File: src/sv/prb_pkg.sv
// Shared constants, types and helpers of the packet reorder buffer.
`default_nettype none

package prb_pkg;

    localparam int RING_SLOTS  = 32;
    localparam int SLOT_W      = $clog2(RING_SLOTS);
    localparam int GROUP_SIZE  = 8;
    localparam int NUM_GROUPS  = (RING_SLOTS + GROUP_SIZE - 1) / GROUP_SIZE;
    localparam int PAD_SLOTS   = NUM_GROUPS * GROUP_SIZE;
    localparam int BACKLOG_W   = SLOT_W + 1;

    localparam int KIND_W      = 3;
    localparam int BYTE_W      = 8;
    localparam int HANDLE_W    = 16;
    localparam int CODE_W      = 2;
    localparam int SLOT_IDX_W  = 5;
    localparam int LIMIT_W     = 5;
    localparam int SKIP_W      = 6;
    localparam int CFG_IDX_W   = 8;
    localparam int CFG_DATA_W  = 8;

    localparam int SYM_COUNT   = 36;
    localparam int DIGIT_COUNT = 10;
    localparam int EXP_W       = 6;

    localparam logic [BYTE_W-1:0] SYM_FIRST_DIGIT = 8'h30;
    localparam logic [BYTE_W-1:0] SYM_FIRST_UPPER = 8'h41;
    localparam logic [BYTE_W-1:0] FRAME_START     = 8'h73;
    localparam logic [BYTE_W-1:0] FRAME_END       = 8'h65;

    localparam logic [LIMIT_W-1:0] LIMIT_RESET = 5'd5;
    localparam logic [SKIP_W-1:0]  SKIP_RESET  = 6'd2;

    localparam logic [CFG_IDX_W-1:0] CFG_BACKLOG_LIMIT = 8'd0;
    localparam logic [CFG_IDX_W-1:0] CFG_SKIP_COUNT    = 8'd1;

    localparam logic RESULT_NOTICE = 1'b0;
    localparam logic RESULT_PACKET = 1'b1;

    typedef enum logic [KIND_W-1:0] {
        KIND_READY = 3'd0,
        KIND_DONE  = 3'd1,
        KIND_START = 3'd2,
        KIND_STOP  = 3'd3,
        KIND_DATA  = 3'd4,
        KIND_OTHER = 3'd5
    } msg_kind_t;

    typedef struct packed {
        logic wr_en;
        logic clr_en;
    } cell_ctrl_t;

    typedef struct packed {
        logic              hit;
        logic [SLOT_W-1:0] idx;
    } pick_t;

    function automatic logic [BYTE_W-1:0] sym_of(input logic [EXP_W-1:0] idx);
        logic [BYTE_W-1:0] s;
        if (idx < EXP_W'(DIGIT_COUNT))
        begin
            s = SYM_FIRST_DIGIT + BYTE_W'(idx);
        end
        else
        begin
            s = SYM_FIRST_UPPER + BYTE_W'(idx) - BYTE_W'(DIGIT_COUNT);
        end
        return s;
    endfunction

endpackage

`default_nettype wire

File: src/sv/prb_cell.sv
// One ring slot: stored symbol and handle, valid flag, registered match and hit chain.
`default_nettype none

module prb_cell import prb_pkg::*;
(
    input  wire logic                clk,
    input  wire logic                rst_n,
    input  wire cell_ctrl_t          ctrl,
    input  wire logic [BYTE_W-1:0]   wr_sym,
    input  wire logic [HANDLE_W-1:0] wr_pay,
    input  wire logic [BYTE_W-1:0]   exp_sym,
    input  wire logic                hit_in,
    output logic                     hit_out,
    output logic                     first,
    output logic [BYTE_W-1:0]        sym,
    output logic [HANDLE_W-1:0]      pay
);

    logic                valid_reg;
    logic                valid_next;
    logic                match_reg;
    logic                match_next;
    logic [BYTE_W-1:0]   sym_reg;
    logic [HANDLE_W-1:0] pay_reg;

    always_comb
    begin
        valid_next = valid_reg;
        if (ctrl.wr_en)
        begin
            valid_next = 1'b1;
        end
        else if (ctrl.clr_en)
        begin
            valid_next = 1'b0;
        end
        match_next = valid_reg && (sym_reg == exp_sym);
    end

    always_ff @(posedge clk or negedge rst_n)
    begin
        if (!rst_n)
        begin
            valid_reg <= 1'b0;
            match_reg <= 1'b0;
        end
        else
        begin
            valid_reg <= valid_next;
            match_reg <= match_next;
        end
    end

    always_ff @(posedge clk)
    begin
        if (ctrl.wr_en)
        begin
            sym_reg <= wr_sym;
            pay_reg <= wr_pay;
        end
    end

    assign hit_out = hit_in | match_reg;
    assign first   = match_reg & ~hit_in;
    assign sym     = sym_reg;
    assign pay     = pay_reg;

endmodule

`default_nettype wire

File: config.mk
export PLATFORM = sky130hd
export DESIGN_NAME = prb_cell
export DESIGN_NICKNAME = d
export VERILOG_FILES = /design/src/sv/prb_pkg.sv /design/src/sv/prb_cell.sv
export SDC_FILE = /design/constraint.sdc
export NUM_CORES = 1
export LEC_CHECK = 0
export ABC_AREA = 1
export CAP_MARGIN = 20
export CORE_ASPECT_RATIO = 1.2
export CORE_MARGIN = 3
export CORE_UTILIZATION = 45
export CTS_CLUSTER_SIZE = 8
export DETAILED_ROUTE_END_ITERATION = 10
export DONT_BUFFER_PORTS = 1
export PLACE_DENSITY = 0.72
export SLEW_MARGIN = 5
export SYNTH_ARGS = -nofsm -noshare
export SYNTH_HDL_FRONTEND = slang
export SYNTH_SLANG_ARGS = --single-unit
File: constraint.sdc
create_clock -name clk -period 0.8 [get_ports clk]
set_input_delay 0.16 -clock clk [delete_from_list [all_inputs] [get_ports clk]]
set_output_delay 0.16 -clock clk [all_outputs]
set_load 0.02 [all_outputs]
Word-level counts from Yosys, hierarchy flattened
Index checks and enable logic that the tools add are counted.
{ "totals": {"reg_bits": 26, "elab_cells": 12} }
{ "op_classes": {"eq_ne": 1, "mux": 2, "bitwise_logic": 3, "n_reduce_logical": 2} }
{ "ops": {"columns": ["operator", "count"], "rows": [
  ["== test 8 bit", 1],
  ["two-way mux 1 bit", 2],
  ["nonzero test 2 bit", 1],
  ["bitwise AND 1 bit", 1],
  ["logical AND 1 bit", 1],
  ["inverter 1 bit", 1],
  ["OR 1 bit", 1]
]} }

Logic depth before layout (Yosys ltp)
Gate-level depths: netlist of the first run.
{ "depth": {"ltp_word": 2, "ltp_mapped": 6, "depth_no_buf": 6} }

Least setup slack after synthesis of the first run
Ideal clock, no wire load.
{ "synth_path": {"path_type": "flip-flop to flip-flop", "startpoint": "register sym_reg[3], in the netlist sym[3]", "endpoint": "register match_reg", "setup_time_ns": 0.071, "t_arrival_ns": 0.860, "required_ns": 0.729, "path_slack_ns": -0.131, "stages_incl_launch_ff": 6, "synth_period_minus_slack_ns": 0.931, "cell_sequence": "edfxtp_1 > nand2_1 > nand2_1 > nor2_2 > nand3_1 > nor2_1"} }
{ "synth_via": {"elab_chain_cells": 2} }
{ "synth_rtl": {"columns": ["item", "line_no", "source"], "rows": [
  ["start, declared", "prb_cell.sv:23", "logic [BYTE_W-1:0] sym_reg;"],
  ["start signal, assigned", "prb_cell.sv:58", "sym_reg <= wr_sym;"],
  ["== test 8 bit", "prb_cell.sv:37", "match_next = valid_reg && (sym_reg == exp_sym);"],
  ["logical AND 1 bit", "prb_cell.sv:37", null],
  ["named net match_next", "prb_cell.sv:22", "logic match_next;"],
  ["end signal, assigned", "prb_cell.sv:50", "match_reg <= match_next;"],
  ["end, declared", "prb_cell.sv:21", "logic match_reg;"]
]} }
The timed path passes the listed nets, and every way through them passes these cells.
A chain may end at the register's enable or synchronous reset.

Worst setup path after layout of the first run
{ "layout_path": {"startpoint": "register match_reg", "endpoint": "output port hit_out"} }
{ "layout_via": {"elab_chain_cells": 1} }
{ "layout_rtl": {"columns": ["item", "line_no", "source"], "rows": [
  ["OR 1 bit", "prb_cell.sv:63", "assign hit_out = hit_in | match_reg;"],
  ["end, declared", "prb_cell.sv:13", "output logic hit_out,"]
]} }
No other way between the ends.

==> metrics.csv, run 1 <==
metric;value;unit
detailed-route DRC error count;0;
layout cells sized above 1;0.257;
Overflow after GRT;0;
Vias;644;
Buf/Inv on CP;0;
Fillers;130;
die area;0.00269;mm²
chip width;47.9;µm
max reg flops;16;
post-synth cell types;10;
first-pass GRT wire length;3020;µm
Ports;63;
flop2flop setup slack;-0.23;ns
hold slack final;-0.0527;ns
post-layout min period;1.12;ns
cells after synthesis;67;
ranking of synthesized cells by area;edfxtp_1, nand2_1, dfrtp_1;
Cell Chain, Critical Path;or2_4;
maximum clock path buffer count;2;
drt first-iter violations;14;
Relative slew margins;0.841;
post-synthesis net count;104;
Detail Placement HPWL;1160;µm
WS Path Type;reg -> out;
Final Cycle Share;1.40;
met3 usage;0.0939;
VDD IR max;1.36;mV
synthesized area;946;µm²
synth warn;0;
Max Cap Viol;0;
Starting Density;0.494;
FMAX;891;MHz
Critical Path AT;0.96;ns
root buffer cell;clkbuf_4;
Endpoint, Worst Hold;pay[9];
setup_tns;-5.77;ns
Final Wtd Congestion;0.589;
setup violators final;27;
Crit. End Element;output pin;
post-route ant nets;0;
slew at the pin closest to its max-slew limit;0.239;ns
GR Layer Usage met2;0.284;
CTS sink cnt;26;
failing checks;negative hold slack, negative setup slack;
status;finished, violations left;
Power Dens Cells;1840;mW/mm²
# diodes;0;
clk_skew;0.00970;ns
max-slew violations;0;
CP startpoint kind;flip-flop;
largest net degree at the start of global routing;26;
Yosys reg bits;26;
via/cell ratio;4.88;
met1 Use GR;0.150;
GRT Overall Usage;0.166;
P&R area growth vs syn;52.4;%
RSZ-0062 raised after global routing;true;
Crit path max-delay family;flip-flops;
initial antenna violation count;0;
clk_lat worst skew;0.31;ns
core area;0.00191;mm²
Worst-path clk slew;0.13;ns
Worst Path Max Fanout;2;
row cnt;17;
top cell type's share of synthesized area;0.762;
Leak Pwr;0.608;nW
hold depth;0;
TritonRoute pass-1 iters;4;
GRT busiest layer;met2;
DR WL/cell;15.9;µm
die height;56.2;µm
Max stage delay cell, worst path;dfrtp_1;
reg2reg end;match_reg;
Fin. Hold Viols;25;
H-tree depth;1;
CTS tree;done;
cts hold-fix bufs;26;
min-delay src;ctrl[1];
R2R depth;6;
Worst EP required;0.64;ns
r2r startpoint;sym[1];
largest area contributor in the netlist;edfxtp_1;
CP peak stage delay;0.40;ns
vias in the first global route;696;
CTS buffer count;3;
syn_area_per_cell;14.1;µm²
Worst Hold Class;in -> reg;
total routed wirelength;2100;µm
Final Worst Setup Slack;-0.322;ns
PortBufs;0;
register area share after synthesis;0.815;
Final nets;151;
==> cell type report <==
| type | instances | area, µm² | area share |
|---|---|---|---|
| clock buffers | 3 | 22.5 | 0.0156 |
| repair buffers | 42 | 425 | 0.295 |
| flip-flops and latches | 26 | 771 | 0.535 |
| clock inverters | 1 | 3.75 | 0.00260 |
| inverters | 12 | 45.0 | 0.0313 |
| multi-input cells | 29 | 150 | 0.104 |
| well taps | 19 | 23.8 | 0.0165 |
==> worst reg2reg max path, cell delays in order, from the launching register on <==
cell	delay (ns)
edfxtp_1	0.45
buf_6	0.14
nand2_2	0.06
nand2_2	0.05
nor2_2	0.10
nand3_1	0.07
nor2_1	0.10
==> worst max-delay path by stage <==
| stage | from | to | slack [ns] | cells past startpoint |
|---|---|---|---|---|
| floorplan | sym[3] | match_reg | -0.12 | 5 |
| global placement | sym[3] | match_reg | -0.04 | 5 |
| detailed placement | sym[3] | match_reg | -0.05 | 5 |
| CTS | match_reg | hit_out | -0.34 | 1 |
| global route | match_reg | hit_out | -0.37 | 1 |
| finish | match_reg | hit_out | -0.32 | 1 |
==> cell usage after synthesis (all sizes together) <==
| master | n |
|---|---|
| dfrtp | 2 |
| edfxtp | 24 |
| inv | 12 |
| nand2 | 15 |
| nand3 | 2 |
| nor2 | 8 |
| o21bai | 1 |
| or2 | 1 |
| xnor2 | 2 |
==> logic make-up after synthesis <==
kind of cell / Yosys count / share of synthesized area
AND/OR/NAND/NOR: 26 / 0.111
AO/OA/AOI/OAI: 1 / 0.00794
buffers and inverters: 12 / 0.0476
flip-flops: 26 / 0.815
XOR/XNOR: 2 / 0.0185
==> routing by layer <==
metal | part of all wire | vias to the layer above
met3 | 0.14 | 2
met1 | 0.32 | 287
met4 | 0.0043 | 0
li1 | - | 309
met2 | 0.53 | 46
met5 | 0 | -
==> timing repair <==
action | in CTS | in global routing
endpoints found under the hold margin | 51 | 25
gates resized for setup | 8 | 12
pin swaps | 1 | 9
setup endpoints to repair | 27 | 27
buffers inserted | 7 | 0
==> power by group <==
| part | internal, mW | total, mW | switching [mW] |
|---|---|---|---|
| Clock | 0.182 | 0.533 | 0.351 |
| Sequential | 1.61 | 1.74 | 0.138 |
| Combinational | 0.227 | 0.370 | 0.143 |
==> cell usage in the layout (no fill, tap or decap), drive strengths merged <==
| master | n |
|---|---|
| nand2 | 15 |
| xnor2 | 2 |
| nor2 | 8 |
| or2 | 1 |
| dlygate4sd3 | 26 |
| dfrtp | 2 |
| inv | 12 |
| edfxtp | 24 |
| o21bai | 1 |
| buf | 16 |
| clkbuf | 3 |
| nand3 | 2 |
| clkinv | 1 |
==> through the flow <==
step           total power, mW  cell area, µm²   util  std cells  setup slack, ns
6_report                  2.65            1440  0.753        132           -0.322
4_1_cts                   2.63            1410  0.736        132           -0.336
5_1_grt                   2.77            1440  0.753        132           -0.371
3_3_place_gp              1.94            1040  0.543         95          -0.0410
2_1_floorplan             1.87             948      -         67           -0.118
3_5_place_dp              1.94            1040  0.543         95          -0.0526
Power figures use the tool's default switching activity.
==> run 2: changes to the inputs <==
Settings changed: CORE_UTILIZATION 45 to 55, PLACE_DENSITY 0.72 to 0.8, SLEW_MARGIN 5 to 20.
Clock period 0.8 ns to 1.3 ns, I/O delays scaled along.
==> run 2 against run 1 <==
The flow now finishes without violations; power is 44% lower; core utilization is 9.0 points lower; global-route usage is 3.7 points lower; final cell count is 33% lower; clock-buffer cell count stayed put; combinational power is 85% lower; routed wire length is 30% lower.
==> metrics.csv, run 2 (synthesis gave the netlist of run 1 again) <==
metric;value;unit
status;completed;
Critical Path AT;0.97;ns
Final Wtd Congestion;0.610;
Cell Chain, Critical Path;or2_4;
CP startpoint kind;flip-flop;
setup_tns;0;ns
WS Path Type;reg -> out;
clk_skew;0.00736;ns
max-slew violations;0;
Overflow after GRT;0;
Max Cap Viol;0;
Leak Pwr;0.411;nW
Buf/Inv on CP;0;
layout cells sized above 1;0.0833;
clk_lat worst skew;0.31;ns
Starting Density;0.622;
Crit. End Element;output pin;
setup violators final;0;
Worst Path Max Fanout;2;
commonest non-fill, non-tap cell in the layout;edfxtp_1;
root buffer cell;clkbuf_4;
post-placement cell count;84;
GRT busiest layer;met2;
most frequent cells in the layout;edfxtp_1, nand2_1, inv_1;
post-layout min period;1.23;ns
vias in the first global route;489;
drt first-iter violations;19;
Power Dens Cells;1460;mW/mm²
maximum clock path buffer count;2;
H-tree depth;1;
detailed-route DRC error count;0;
RSZ-0062 raised after global routing;false;
placed inst area;967;µm²
initial antenna violation count;0;
post-route ant nets;0;
Final Cycle Share;0.943;
slew at the pin closest to its max-slew limit;0.267;ns
max reg flops;16;
Detail Placement HPWL;1150;µm
TritonRoute pass-1 iters;2;
CTS sink cnt;26;
non-filler cells, final;89;
FMAX;815;MHz
# diodes;0;
final instance area;0.00101;mm²
Max stage delay cell, worst path;dfrtp_1;
Worst Hold Class;in -> reg;
Vias;480;
P&R area growth vs syn;6.61;%
Fillers;109;
die area;0.00226;mm²
largest net degree at the start of global routing;26;
DR WL/cell;16.5;µm
GR Layer Usage met2;0.218;
row cnt;15;
Crit path max-delay family;flip-flops;
CTS tree;done;
GRT Overall Usage;0.129;
core area;0.00152;mm²
Relative slew margins;0.822;
first-pass GRT wire length;1990;µm
Worst-path clk slew;0.13;ns
PortBufs;0;
CP peak stage delay;0.40;ns
Pwr Total;1.47;mW
total routed wirelength;1470;µm
VDD IR max;0.998;mV
die height;51.4;µm
via/cell ratio;5.39;
met1 Use GR;0.116;
CTS buffer count;3;
Ports;63;
Fin. Hold Viols;0;
met3 usage;0.0739;
buffers inserted by post-CTS timing repair;0;
Worst EP required;1.04;ns
chip width;43.9;µm
Final nets;110;
run 2: changes by cell type in the layout (fill, tap and decap cells not counted):
cell	before	now
nand2_1	9	15
inv_1	11	12
buf_4	4	0
dlygate4sd3_1	26	1
buf_6	12	0
inv_2	1	0
nand2_2	6	0
run 2: power by group:
part	switching (mW)	leakage, nW	internal, mW
combinational	0.0285	0.136	0.0262
sequential	0.107	0.260	0.990
clock	0.207	0.0154	0.112
total	0.343	0.411	1.13
run 2: final timing paths:
check / from / endpoint / slack [ns] / cells past startpoint
setup / recovery: match_reg / hit_out / 0.07 / 1
hold / removal: ctrl[0] / valid_reg / 0.03 / 1
setup reg to reg: sym[2] / match_reg / 0.27 / 5
hold reg to reg: valid_reg / valid_reg / 0.53 / 2
max in group asynchronous: rst_n / match_reg / 0.99 / 1
min in group asynchronous: rst_n / valid_reg / 0.17 / 1
run 2: metrics by stage:
step | setup WS, ns | util | hold WS (ns)
after floorplan | 0.367 | - | -0.0356
after global placement | 0.318 | 0.636 | -0.0355
after detailed placement | 0.288 | 0.636 | -0.0355
after CTS | 0.00795 | 0.662 | 0.0183
after global routing | 0.0381 | 0.663 | 0.0176
final | 0.0737 | 0.663 | 0.0282
run 2: routing by layer:
layer | wire, µm | part of all wire | vias to the layer above
met2 | 741 | 0.50 | 40
met5 | 0 | 0 | -
met1 | 476 | 0.32 | 213
li1 | - | - | 225
met3 | 237 | 0.16 | 2
met4 | 14 | 0.0095 | 0
run 2: area by class of cell:
class	instances	area, µm²	share of cell area
clock inverters	1	3.75	0.00372
inverters	12	45.0	0.0447
clock buffers	3	22.5	0.0223
well taps	17	21.3	0.0211
repair buffers	1	10.0	0.00993
multi-input cells	29	135	0.134
flip-flops and latches	26	771	0.764
run 2: repair_timing:
action	CTS	global route
endpoints found under the hold margin	2	0
endpoints found under the setup margin	1	1
hold buffers	1	0
resized for setup	1	1
cloned	0	0
==> run 3: changes to the inputs <==
Settings changed: CTS_BUF_LIST set to sky130_fd_sc_hd__clkbuf_2.
==> run 3 against run 2 <==
Power is 1.4% higher; core utilization is 16 points higher; final cell count is 28% higher; via count increased by 18%; critical path type unchanged; critical endpoint unchanged.
==> metrics.csv, run 3 (synthesis gave the netlist of run 1 again) <==
metric;value;unit
Max Cap Viol;0;
post-layout min period;1.26;ns
Worst EP required;1.04;ns
max-slew violations;0;
Overflow after GRT;0;
clk_lat worst skew;0.32;ns
Critical Path AT;1.00;ns
Crit path max-delay family;flip-flops;
Final nets;135;
DR WL/cell;15.9;µm
TritonRoute pass-1 iters;2;
Final Worst Setup Slack;0.0352;ns
core area;0.00152;mm²
VDD IR max;0.968;mV
Fin. Hold Viols;0;
Ports;63;
Fillers;74;
FMAX;791;MHz
maximum clock path buffer count;2;
vias in the first global route;592;
die area;0.00226;mm²
Power Dens Cells;1190;mW/mm²
most frequent cells in the layout;dlygate4sd3_1, edfxtp_1, nand2_1;
detailed-route DRC error count;0;
H-tree depth;1;
PortBufs;0;
clk_skew;0.0118;ns
first-pass GRT wire length;2590;µm
area of the multi-input gates;135;µm²
via/cell ratio;4.98;
layout cells sized above 1;0.0619;
row cnt;15;
Cell Chain, Critical Path;or2_4;
slew at the pin closest to its max-slew limit;0.270;ns
Pwr Total;1.49;mW
root buffer cell;clkbuf_2;
Worst-path clk slew;0.22;ns
Worst Hold Class;in -> reg;
drt first-iter violations;19;
CTS sink cnt;26;
initial antenna violation count;0;
Crit. End Element;output pin;
Starting Density;0.622;
Leak Pwr;0.514;nW
Worst Path Max Fanout;2;
total routed wirelength;1820;µm
RSZ-0062 raised after global routing;true;
largest net degree at the start of global routing;26;
Relative slew margins;0.820;
commonest non-fill, non-tap cell in the layout;dlygate4sd3_1;
Detail Placement HPWL;1150;µm
CP peak stage delay;0.43;ns
# diodes;0;
status;completed;
max reg flops;16;
WS Path Type;reg -> out;
Final Wtd Congestion;0.610;
GRT Overall Usage;0.165;
Max stage delay cell, worst path;dfrtp_1;
Final Cycle Share;0.973;
die height;51.4;µm
chip width;43.9;µm
setup violators final;0;
P&R area growth vs syn;32.3;%
CTS buffer count;3;
Vias;568;
post-route ant nets;0;
Storage cell area;771;µm²
cts hold-fix bufs;26;
Buf/Inv on CP;0;
CP startpoint kind;flip-flop;
pre-CTS setup slack;0.288;ns
CTS tree;done;
-- run 3: changes by cell type in the layout (fill, tap and decap cells not counted), sizes merged --
cell	change
dlygate4sd3	+25
-- run 3: report_power, final --
| group | leakage (nW) | switching, mW | internal, mW |
|---|---|---|---|
| sequential | 0.260 | 0.109 | 0.989 |
| combinational | 0.240 | 0.0408 | 0.0760 |
| clock | 0.0140 | 0.209 | 0.0669 |
-- run 3: stage by stage --
step	utilization	hold slack [ns]	std cells	TNS (ns)	cell area, µm²
floorplan	-	-0.0356	67	0	946
global placement	0.636	-0.0355	84	0	967
detailed placement	0.636	-0.0355	84	0	967
CTS	0.823	0.0126	114	0	1250
global route	0.823	-0.0156	114	-0.0152	1250
finish	0.823	0.0255	114	0	1250
-- run 3: path summary, 6_finish.rpt --
check	from	end	slack (ns)	depth (start not counted)
min in group asynchronous	rst_n	valid_reg	0.13	1
setup reg to reg	sym[1]	match_reg	0.25	5
max in group asynchronous	rst_n	match_reg	1.03	1
setup / recovery	match_reg	hit_out	0.04	1
hold reg to reg	valid_reg	valid_reg	0.54	2
hold / removal	ctrl[1]	pay[12]	0.03	0
-- run 3: timing repair --
| action | in CTS | in global routing |
|---|---|---|
| endpoints found under the hold margin | 27 | 24 |
| buffers inserted | 0 | 0 |
| endpoints found under the setup margin | 2 | 1 |
| resized for setup | 2 | 0 |
-- run 3: area by class of cell --
class,instances,area share
repair buffers,26,0.208
clock buffers,3,0.0120
clock inverters,1,0.00300
inverters,12,0.0360
flip-flops and latches,26,0.616
well taps,17,0.0170
multi-input cells,29,0.108
-- run 3: layer usage --
metal	up-vias	routed length, µm	GRT usage
met5	-	0	0
met4	0	15	0.0603
met3	2	244	0.0704
met2	40	897	0.277
met1	250	658	0.182
li1	276	-	-
