$ cat src/sv/prb_pkg.sv
// Shared constants, types and helpers of the packet reorder buffer.
`default_nettype none

package prb_pkg;

    localparam int RING_SLOTS  = 32;
    localparam int SLOT_W      = $clog2(RING_SLOTS);
    localparam int GROUP_SIZE  = 8;
    localparam int NUM_GROUPS  = (RING_SLOTS + GROUP_SIZE - 1) / GROUP_SIZE;
    localparam int PAD_SLOTS   = NUM_GROUPS * GROUP_SIZE;
    localparam int BACKLOG_W   = SLOT_W + 1;

    localparam int KIND_W      = 3;
    localparam int BYTE_W      = 8;
    localparam int HANDLE_W    = 16;
    localparam int CODE_W      = 2;
    localparam int SLOT_IDX_W  = 5;
    localparam int LIMIT_W     = 5;
    localparam int SKIP_W      = 6;
    localparam int CFG_IDX_W   = 8;
    localparam int CFG_DATA_W  = 8;

    localparam int SYM_COUNT   = 36;
    localparam int DIGIT_COUNT = 10;
    localparam int EXP_W       = 6;

    localparam logic [BYTE_W-1:0] SYM_FIRST_DIGIT = 8'h30;
    localparam logic [BYTE_W-1:0] SYM_FIRST_UPPER = 8'h41;
    localparam logic [BYTE_W-1:0] FRAME_START     = 8'h73;
    localparam logic [BYTE_W-1:0] FRAME_END       = 8'h65;

    localparam logic [LIMIT_W-1:0] LIMIT_RESET = 5'd5;
    localparam logic [SKIP_W-1:0]  SKIP_RESET  = 6'd2;

    localparam logic [CFG_IDX_W-1:0] CFG_BACKLOG_LIMIT = 8'd0;
    localparam logic [CFG_IDX_W-1:0] CFG_SKIP_COUNT    = 8'd1;

    localparam logic RESULT_NOTICE = 1'b0;
    localparam logic RESULT_PACKET = 1'b1;

    typedef enum logic [KIND_W-1:0] {
        KIND_READY = 3'd0,
        KIND_DONE  = 3'd1,
        KIND_START = 3'd2,
        KIND_STOP  = 3'd3,
        KIND_DATA  = 3'd4,
        KIND_OTHER = 3'd5
    } msg_kind_t;

    typedef struct packed {
        logic wr_en;
        logic clr_en;
    } cell_ctrl_t;

    typedef struct packed {
        logic              hit;
        logic [SLOT_W-1:0] idx;
    } pick_t;

    function automatic logic [BYTE_W-1:0] sym_of(input logic [EXP_W-1:0] idx);
        logic [BYTE_W-1:0] s;
        if (idx < EXP_W'(DIGIT_COUNT))
        begin
            s = SYM_FIRST_DIGIT + BYTE_W'(idx);
        end
        else
        begin
            s = SYM_FIRST_UPPER + BYTE_W'(idx) - BYTE_W'(DIGIT_COUNT);
        end
        return s;
    endfunction

endpackage

`default_nettype wire

$ cat src/sv/prb_pick.sv
// Registered group stage: picks the lowest matching slot across cell groups.
`default_nettype none

module prb_pick import prb_pkg::*;
(
    input  wire logic                  clk,
    input  wire logic                  rst_n,
    input  wire logic [RING_SLOTS-1:0] first,
    output pick_t                      pick
);

    logic [PAD_SLOTS-1:0]  first_reg;
    logic [NUM_GROUPS-1:0] any_group;

    always_ff @(posedge clk or negedge rst_n)
    begin
        if (!rst_n)
        begin
            first_reg <= '0;
        end
        else
        begin
            first_reg <= PAD_SLOTS'(first);
        end
    end

    always_comb
    begin
        int sel_g;
        int sel_l;
        sel_g = 0;
        sel_l = 0;
        for (int g = 0; g < NUM_GROUPS; g++)
        begin
            any_group[g] = |first_reg[g*GROUP_SIZE +: GROUP_SIZE];
        end
        for (int g = NUM_GROUPS - 1; g >= 0; g--)
        begin
            if (any_group[g])
            begin
                sel_g = g;
            end
        end
        for (int l = 0; l < GROUP_SIZE; l++)
        begin
            if (first_reg[sel_g*GROUP_SIZE + l])
            begin
                sel_l = sel_l | l;
            end
        end
        pick.hit = |any_group;
        pick.idx = SLOT_W'(sel_g * GROUP_SIZE + sel_l);
    end

endmodule

`default_nettype wire

$ cat config.mk
export PLATFORM = sky130hd
export DESIGN_NAME = prb_pick
export DESIGN_NICKNAME = d
export VERILOG_FILES = /design/src/sv/prb_pkg.sv /design/src/sv/prb_pick.sv
export SDC_FILE = /design/constraint.sdc
export NUM_CORES = 1
export LEC_CHECK = 0
export BUFFER_PORTS_ARGS = -buffer_cell sky130_fd_sc_hd__buf_2
export CAP_MARGIN = 20
export CORE_UTILIZATION = 51
export DETAILED_ROUTE_END_ITERATION = 8
export PLACE_DENSITY = 0.87
export SYNTH_ARGS = -nofsm -noshare
export SYNTH_HDL_FRONTEND = slang
export SYNTH_SLANG_ARGS = --single-unit
$ cat constraint.sdc
create_clock -name clk -period 4.2 [get_ports clk]
set_input_delay 0.21 -clock clk [delete_from_list [all_inputs] [get_ports clk]]
set_output_delay 0.21 -clock clk [all_outputs]
set_load 0.03 [all_outputs]
Word level (Yosys, flattened, before mapping)
Cells that the tools add are included.

storage, ports and cells
  output and inout port bits = 6
  register bits after elaboration = 32

operators by class
  muxes and demuxes = 32
  add/sub/neg operators = 8
  reductions and logical operators = 5
  $lt $le $gt $ge = 7

operators by type and width
  kind                     number
  $lt A32 B7 Y1 const B    3
  $add A32 B3 Y32 const B  2
  $bmux W1 S5              7
  $add A32 B2 Y32 const B  1
  $reduce_or A32 Y1        1
  $reduce_or A8 Y1         4
  $add A5 B3 Y6 const B    4
  $lt A6 B6 Y1 const B     4
  $mux W1                  15
  $mux W2                  6
  $mux W3                  4
  $add A5 B5 Y5            1

Longest topological paths before layout
Gate-level depths: netlist of the first run.

  word-level depth = 17
  gate-level depth with buffers = 5
  depth with buffers taken out = 5

Worst setup path before layout of the first run
Ideal clock, no wire load.

  kind = flip-flop to output port
  from = reg first_reg[11]
  to = out pick[2] in the netlist's numbering
  cell stages (with the launch flop) = 5
  required time = 3.990 ns
  arrival time = 1.625 ns
  slack = 2.365 ns
  buffers on the path = 0
  cells stage by stage = dfrtp_1 > nor4_1 > nand4_1 > o21bai_4 > o221ai_1

RTL lines
  item                    RTL line        RTL
  start, declared         prb_pick.sv:12  logic [PAD_SLOTS-1:0] first_reg;
  start signal, assigned  prb_pick.sv:23  first_reg <= PAD_SLOTS'(first);
  end, declared           prb_pick.sv:9   output pick_t pick

==> results.yml, run 1 <==
die:
  core-area_um2: 2042
  die_h_um: 49.56
  rows: 16
  start_util_pct: 56.50
  die_x_um: 49.56
  die-area_um2: 2456
  io_pins: 40
pwr:
  p_per_area_nw_per_um2: 354.7
  switching_share_pct: 23.71
  internal-power_uw: 485.2
  switchingPower_uw: 150.8
  p_leak_uw: 0.0007818
  clkPwrFrac_pct: 37.1
  peakVddDrop_uv: 311.5
  pwr-share-comb_pct: 9.4
  seqPwrFrac_pct: 53.5
sta:
  finalHoldViolCount: 0
  tns_ns: 0
  finalCritPeriodShare_pct: 57.92
  setup_viol: 0
  drv_slew: 0
  rsz0062_at_grt: "false"
  slew_headroom_pct: 54.00
  post-route-min-period_ns: 2.433
  max_freq_mhz: 411.1
  worst_pin_slew_ns: 0.6836
yosys:
  ys_top_cells_by_area: "dfrtp_1 (69%), nor4_4 (5.5%), nor4_2 (3.3%)"
  synth_common_cells: "dfrtp_1 (32), nor2_1 (6), nor4_1 (5)"
  postSynthAreaPerCell_um2: 14.79
  synth_top_area_share_pct: 69.41
  synth_warnings: 0
  synth-main-ff-cell: "dfrtp_1"
  synthArstFlopShare_pct: 100.0
  synth_edf_count: 0
  syn_area_um2: 1154
  yosysTopAreaCell: "dfrtp_1"
  synth_nets: 112
  yosysMostFrequentCell: "dfrtp_1"
  yosysSeqAreaShare_pct: 69.41
  synth_cells: 78
  synth_cell_type_count: 25
  ys_ff_latch: 32
route:
  drt_first_pass_iters: 4
  routedWlPerCell_um: 16.61
  wl_um: 3073
  via_per_inst: 5.697
  ant_nets: 0
  vias: 1054
  drc: 0
  drt_iter0_drc: 65
clock_tree:
  htreeDepth: 2
  cts_resized: 0
  clkSinkCount: 32
  cts_tree: "yes"
  ctsHoldBuffers: 33
  path_clk_slew_ns: 0.11
  cts_root_buf: "clkbuf_4"
  numCtsBuffers: 5
  cts_setup_buffers: 0
  clockBufferDepth: 2
grt:
  antenna_found_initial: 0
  grt_pass1_vias: 1068
  grt-ovfl-total: 0
  grt_pass1_wl_um: 5112
  grt_use_total_pct: 29.93
  grt_max_degree: 33
placed_design:
  numPortBuffers: 39
  hpwl_um: 1611
  routabilityCongestion: 0.8707
  dp.cells: 144
layout:
  largest_reg_flops: 32
  multi_input_area_um2: 349.1
  final_cells: 185
  drive_gt1_share_pct: 37.97
  seq_area_um2: 800.8
  final_nets: 191
  n_fill_cell: 93
  antenna_cells: 0
  syn_to_final_growth_pct: 55.42
worst_setup_path:
  worstPathArrival_ns: 2.22
  worstPathRequired_ns: 3.99
  critPathLaunchType: "register"
  crit_type: "reg -> out"
  cp-end-kind: "output pin"
  crit_fanout: 3
worst_hold_path:
  hold_class: "in -> async"
outcome:
  status: "complete, no violations"
run:
  maxCapViolCount: 0
-- metrics by stage --
| stage | hold slack (ns) | area (um2) | setup WS, ns | utilization [%] | total power [uW] |
|---|---|---|---|---|---|
| finish | 0.4377 | 1793 | 1.767 | 87.81 | 636.1 |
| global route | 0.4747 | 1793 | 1.694 | 87.81 | 664.4 |
| CTS | 0.4480 | 1793 | 1.997 | 87.81 | 630.9 |
| detailed placement | 0.2770 | 1383 | 2.352 | 67.71 | 378.3 |
| global placement | 0.2590 | 1383 | 2.427 | 67.71 | 375.9 |
| floorplan | -0.08559 | 1154 | 2.365 | - | 352.6 |
-- power groups by stage --
stage          clock network (uW)  logic [uW]  registers, uW
2_1_floorplan                   0        11.4            341
3_3_place_gp                    0        32.5            343
3_5_place_dp                    0        33.8            345
4_1_cts                       235        57.2            339
5_1_grt                       258        65.2            342
6_report                      236        59.8            340
-- kinds of logic after synthesis --
logic type	Yosys count	share of synthesized area [%]
AOI/OAI and AO/OA	13	8.786
buffers and inverters	1	0.3251
DFF	32	69.41
and+or+nand+nor	32	21.48
-- metal layers --
metal	vias up	track usage (%)	part of all wire, %
li1	448	-	-
met1	507	34.80	38
met2	70	47.52	49
met3	29	11.11	8.1
met4	0	16.67	4.9
met5	-	0	0
-- worst max-delay path, stage by stage, from the launching register on --
cell and delay, ns:
dfrtp_1 0.41, nor4_1 0.63, nand4_1 0.23, o21bai_4 0.24, o221ai_1 0.15, buf_2 0.23
-- path summary, 6_finish.rpt --
path,from,end,slack [ns],cells past startpoint
setup / recovery,first_reg[11],pick[2],1.77,5
min in group clk,first[11],first_reg[11],0.50,2
hold / removal,rst_n,first_reg[0],0.44,2
max in group asynchronous,rst_n,first_reg[30],3.32,2
-- final cells by class --
| type | instances | area share [%] |
|---|---|---|
| multi-input cells | 45 | 19.47 |
| clock inverters | 3 | 2.373 |
| clock buffers | 5 | 2.094 |
| well taps | 27 | 1.884 |
| repair buffers | 72 | 29.31 |
| flip-flops and latches | 32 | 44.66 |
| inverters | 1 | 0.2094 |
-- layout by cell type, fill, tap and decap left out, drive strengths merged, types with 2 or more instances in the layout --
| cell type | instances |
|---|---|
| buf | 39 |
| or2 | 2 |
| o21bai | 2 |
| nand2 | 4 |
| a21oi | 4 |
| dlygate4sd3 | 33 |
| or3 | 2 |
| clkbuf | 5 |
| nor4 | 11 |
| dfrtp | 32 |
| or4 | 3 |
| nor2 | 6 |
(Power assumes the default switching activity.)
==> run 2, diff against run 1 <==
--- a/config.mk
+++ b/config.mk
@@ -7,9 +7,9 @@
 export LEC_CHECK = 0
 export BUFFER_PORTS_ARGS = -buffer_cell sky130_fd_sc_hd__buf_2
 export CAP_MARGIN = 20
-export CORE_UTILIZATION = 51
+export CORE_UTILIZATION = 43
 export DETAILED_ROUTE_END_ITERATION = 8
-export PLACE_DENSITY = 0.87
+export PLACE_DENSITY = 0.79
 export SYNTH_ARGS = -nofsm -noshare
 export SYNTH_HDL_FRONTEND = slang
 export SYNTH_SLANG_ARGS = --single-unit
==> constraint.sdc (replaced) <==
create_clock -name clk -period 1.97 [get_ports clk]
set_input_delay 0.0985 -clock clk [delete_from_list [all_inputs] [get_ports clk]]
set_output_delay 0.0985 -clock clk [all_outputs]
set_load 0.03 [all_outputs]
==> run 2 against run 1 <==
Net effect: the flow now finishes with violations (setup timing); non-clock buffer count rose by 3; design area rose by 2.7%; clock power rose by 28%; clock-buffer cell count did not move; critical path depth rose by 1; sequential share of layout area fell by 1.2 points; via count fell by 12%; hold slack got worse by 0.091 ns; worst setup slack got worse by 1.8 ns; total power rose by 83%; wire length fell by 8.3%; critical endpoint is now pick[1]; flip-flop and latch count did not move.
==> results.yml, run 2 (synthesis gave the netlist of run 1 again) <==
route:
  ant_nets: 0
  routedWlPerCell_um: 14.98
  via_per_inst: 4.952
  drc: 0
  drt_first_pass_iters: 4
  wl_um: 2817
  vias: 931
  drt_iter0_drc: 11
sta:
  setup_viol: 1
  max_freq_mhz: 502.0
  worst_pin_slew_ns: 0.6865
  drv_slew: 0
  finalCritPeriodShare_pct: 101.1
  finalHoldViolCount: 0
  finalWorstSetupSlack_ns: -0.02219
  slew_headroom_pct: 54.24
  post-route-min-period_ns: 1.992
  rsz0062_at_grt: "true"
worst_setup_path:
  crit_type: "reg -> out"
  max_stage_delay_ns: 0.44
  worstPathArrival_ns: 1.89
  critPathLaunchType: "register"
  path_cells: "nor4_4 > nand2_2 > o21bai_4 > inv_2 > a221o_1 > buf_6"
  critPathSlowestCell: "dfrtp_1"
  worstPathRequired_ns: 1.87
  cp-end-kind: "output pin"
  crit_fanout: 4
layout:
  final_nets: 194
  syn_to_final_growth_pct: 59.65
  n_fill_cell: 161
  drive_gt1_share_pct: 39.87
  final_cells: 188
  layout_commonest_cell: "buf_2"
  layout_common_cells: "buf_2 (34), dlygate4sd3_1 (33), dfrtp_1 (32)"
  antenna_cells: 0
  largest_reg_flops: 32
clock_tree:
  cts_tree: "yes"
  numCtsBuffers: 5
  path_clk_slew_ns: 0.10
  cts_root_buf: "clkbuf_4"
  clockBufferDepth: 2
  htreeDepth: 2
  clkSinkCount: 32
outcome:
  violations: "setup timing"
  status: "finished with violations"
pwr:
  internal-power_uw: 893.6
  switchingPower_uw: 267.3
  power_uw: 1161
  seqPwrFrac_pct: 62.7
  pwr-share-comb_pct: 11.4
  switching_share_pct: 23.03
  p_leak_uw: 0.0007945
  peakVddDrop_uv: 526.6
  clkPwrFrac_pct: 25.9
  p_per_area_nw_per_um2: 630.3
die:
  die-area_um2: 2894
  die_h_um: 53.80
  die_x_um: 53.80
  rows: 18
  core-area_um2: 2500
  io_pins: 40
  start_util_pct: 46.15
placed_design:
  dpl_worst_slack_ns: 0.2024
  dp.cells: 147
  numPortBuffers: 39
  hpwl_um: 1607
  routabilityCongestion: 0.8288
worst_hold_path:
  hold_class: "in -> async"
grt:
  antenna_found_initial: 0
  grt-ovfl-total: 0
  grt_max_degree: 33
  grt_pass1_wl_um: 4278
  grt_pass1_vias: 943
  grt_use_total_pct: 22.52
run:
  maxCapViolCount: 0
[run 2: cell count changes in the layout (fill, tap and decap cells not counted), sizes merged]
cell,delta
buf,+3
bufinv,-1
clkinv,-1
clkinvlp,-1
[run 2: worst paths after layout]
kind,startpoint,endpoint,slack [ns],cells past startpoint
max,first_reg[19],pick[1],-0.02,6
min,rst_n,first_reg[29],0.35,2
min in group clk,first[22],first_reg[22],0.41,2
max in group asynchronous,rst_n,first_reg[6],1.17,2
[run 2: metal layers]
layer / routed length (um) / global-route usage (%) / vias to the layer above
li1: - / - / 452
met1: 1152 / 25.75 / 447
met2: 1506 / 37.65 / 28
met3: 115 / 6.780 / 4
met4: 42 / 11.84 / 0
met5: 0 / 0 / -
[run 2: stage by stage]
step	setup TNS, ns	utilization (%)	hold slack (ns)	cell area (um2)
after global routing	-0.2745	73.67	0.3917	1842
after detailed placement	0	55.46	0.1678	1386
after floorplan	0	-	-0.1971	1154
after global placement	0	55.46	0.1451	1386
final	-0.02219	73.67	0.3464	1842
after CTS	-0.01084	72.07	0.3620	1802
[run 2: timing repair]
| item | CTS | global route |
|---|---|---|
| gates cloned | 0 | 0 |
| pin swaps | 3 | 6 |
| hold buffers | 33 | 0 |
| buffers inserted | 2 | 1 |
| resized for setup | 6 | 10 |
| hold endpoints to repair | 64 | 0 |
| setup endpoints to repair | 4 | 5 |
[run 2: worst max-delay path: cells and delay by family, from the launching register on]
| kind | cells | cell delay [ns] |
|---|---|---|
| buffers and inverters | 2 | 0.21 |
| DFF | 1 | 0.44 |
| and+or+nand+nor | 2 | 0.45 |
| AOI/OAI and AO/OA | 2 | 0.48 |
[run 2: final cells by class]
class / count / area [um2] / area share [%]
multi-input cells: 45 / 394.1 / 21.40
well taps: 30 / 37.54 / 2.038
inverters: 1 / 3.754 / 0.2038
flip-flops and latches: 32 / 800.8 / 43.48
repair buffers: 75 / 568.0 / 30.84
clock buffers: 5 / 37.54 / 2.038
[run 2: power groups by stage]
stage | combinational [uW] | sequential (uW) | clock, uW
floorplan | 24.4 | 727 | 0
detailed placement | 72.7 | 735 | 0
global route | 143 | 732 | 346
finish | 132 | 728 | 301
global placement | 69.4 | 732 | 0
CTS | 125 | 725 | 305
==> run 3, diff against run 2 <==
--- a/config.mk
+++ b/config.mk
@@ -9,7 +9,7 @@
 export CAP_MARGIN = 20
 export CORE_UTILIZATION = 43
 export DETAILED_ROUTE_END_ITERATION = 8
-export PLACE_DENSITY = 0.79
+export PLACE_DENSITY_LB_ADDON = 0.12
 export SYNTH_ARGS = -nofsm -noshare
 export SYNTH_HDL_FRONTEND = slang
 export SYNTH_SLANG_ARGS = --single-unit
==> run 3 against run 2 <==
Net effect: the run still ends with setup timing left; wire length down 10%; cell count rose by 3.2%; design area grew 2.9%; largest cell class unchanged.
==> results.yml, run 3 (synthesis gave the netlist of run 1 again) <==
sta:
  finalHoldViolCount: 0
  post-route-min-period_ns: 2.011
  setup_viol: 2
  worst_pin_slew_ns: 0.6693
  max_freq_mhz: 497.4
  rsz0062_at_grt: "true"
  finalCritPeriodShare_pct: 102.1
  finalWorstSetupSlack_ns: -0.04053
  tns_ns: -0.04219
  slew_headroom_pct: 55.38
  drv_slew: 0
outcome:
  violations: "setup timing"
  status: "finished with violations"
grt:
  grt_use_total_pct: 20.57
  antenna_found_initial: 0
  grt_pass1_vias: 871
  grt_pass1_wl_um: 3822
  grt_max_degree: 33
  grt-ovfl-total: 0
route:
  wl_um: 2528
  routedWlPerCell_um: 13.03
  via_per_inst: 4.727
  vias: 917
  drc: 0
  drt_first_pass_iters: 4
  drt_iter0_drc: 14
  ant_nets: 0
layout:
  layout_commonest_cell: "buf_2"
  syn_to_final_growth_pct: 64.21
  largest_reg_flops: 32
  final_nets: 197
  layout_common_cells: "buf_2 (34), dlygate4sd3_1 (33), dfrtp_1 (31)"
  final_cells: 194
  drive_gt1_share_pct: 41.46
  n_fill_cell: 166
  antenna_cells: 0
die:
  die_x_um: 53.80
  rows: 18
  die-area_um2: 2894
  io_pins: 40
  start_util_pct: 46.15
  core-area_um2: 2500
  die_h_um: 53.80
worst_setup_path:
  critPathLaunchType: "register"
  worstPathArrival_ns: 1.91
  worstPathRequired_ns: 1.87
  cp-end-kind: "output pin"
  crit_type: "reg -> out"
  crit_fanout: 3
  startpoint: "first_reg[30]"
pwr:
  peakVddDrop_uv: 657.3
  p_leak_uw: 0.0008269
  power_uw: 1352
  p_per_area_nw_per_um2: 714.0
run:
  maxCapViolCount: 0
placed_design:
  numPortBuffers: 39
  dp.cells: 148
  hpwl_um: 1486
  routabilityCongestion: 0.9119
worst_hold_path:
  hold_class: "in -> async"
clock_tree:
  htreeDepth: 2
  cts_tree: "yes"
  cts_root_buf: "clkbuf_4"
  numCtsBuffers: 5
  clockBufferDepth: 2
  clkSinkCount: 32
  path_clk_slew_ns: 0.10
run 3: worst paths after layout:
| kind | to | slack (ns) | cells after the start |
|---|---|---|---|
| worst max-delay path | pick[1] | -0.04 | 6 |
| worst min-delay path | first_reg[16] | 0.31 | 2 |
| max in group asynchronous | first_reg[19] | 1.18 | 2 |
| min in group clk | first_reg[4] | 0.37 | 2 |
run 3: worst max-delay path, stage by stage (launching register included):
cell and delay, ns:
dfrtp_1 0.42, nor4_4 0.31, nand2_2 0.12, o21bai_4 0.18, inv_2 0.05, a221o_1 0.33
buf_6 0.15
run 3: layout make-up:
class,instances,area [um2],share of cell area [%]
Sequential cell,32,802.0,42.34
Timing Repair Buffer,78,598.1,31.57
Multi-Input combinational cell,45,372.9,19.68
Clock inverter,3,42.54,2.246
Clock buffer,5,37.54,1.982
Tap cell,30,37.54,1.982
Inverter,1,3.754,0.1982
run 3: power by group:
| part | switching (uW) | internal [uW] |
|---|---|---|
| clock network | 231 | 264 |
| logic | 44.9 | 88.4 |
| registers | 34.2 | 690 |
run 3: timing repair:
item,in CTS,in global routing
hold endpoints to repair,64,0
resized for setup,6,9
setup endpoints to repair,4,5
pin swaps,4,6
hold buffers,33,0
buffers inserted,3,2
run 3: per-stage QoR:
| step | instance area (um2) | hold slack [ns] | util [%] | setup slack, ns |
|---|---|---|---|---|
| 6_report | 1894 | 0.3081 | 75.78 | -0.04053 |
| 5_1_grt | 1894 | 0.3549 | 75.78 | -0.1398 |
| 4_1_cts | 1853 | 0.3234 | 74.12 | -0.05808 |
| 3_5_place_dp | 1394 | 0.1665 | 55.76 | 0.2919 |
| 3_3_place_gp | 1394 | 0.1618 | 55.76 | 0.3248 |
| 2_1_floorplan | 1154 | -0.1971 | - | 0.2463 |
run 3: routing by layer:
layer | routed length, um | global-route usage (%) | vias to the layer above | share of wire, %
li1 | - | - | 456 | -
met4 | 46 | 9.211 | 0 | 1.8
met5 | 0 | 0 | - | 0
met3 | 206 | 11.02 | 6 | 8.1
met2 | 1253 | 32.51 | 37 | 50
met1 | 1022 | 22.69 | 418 | 40
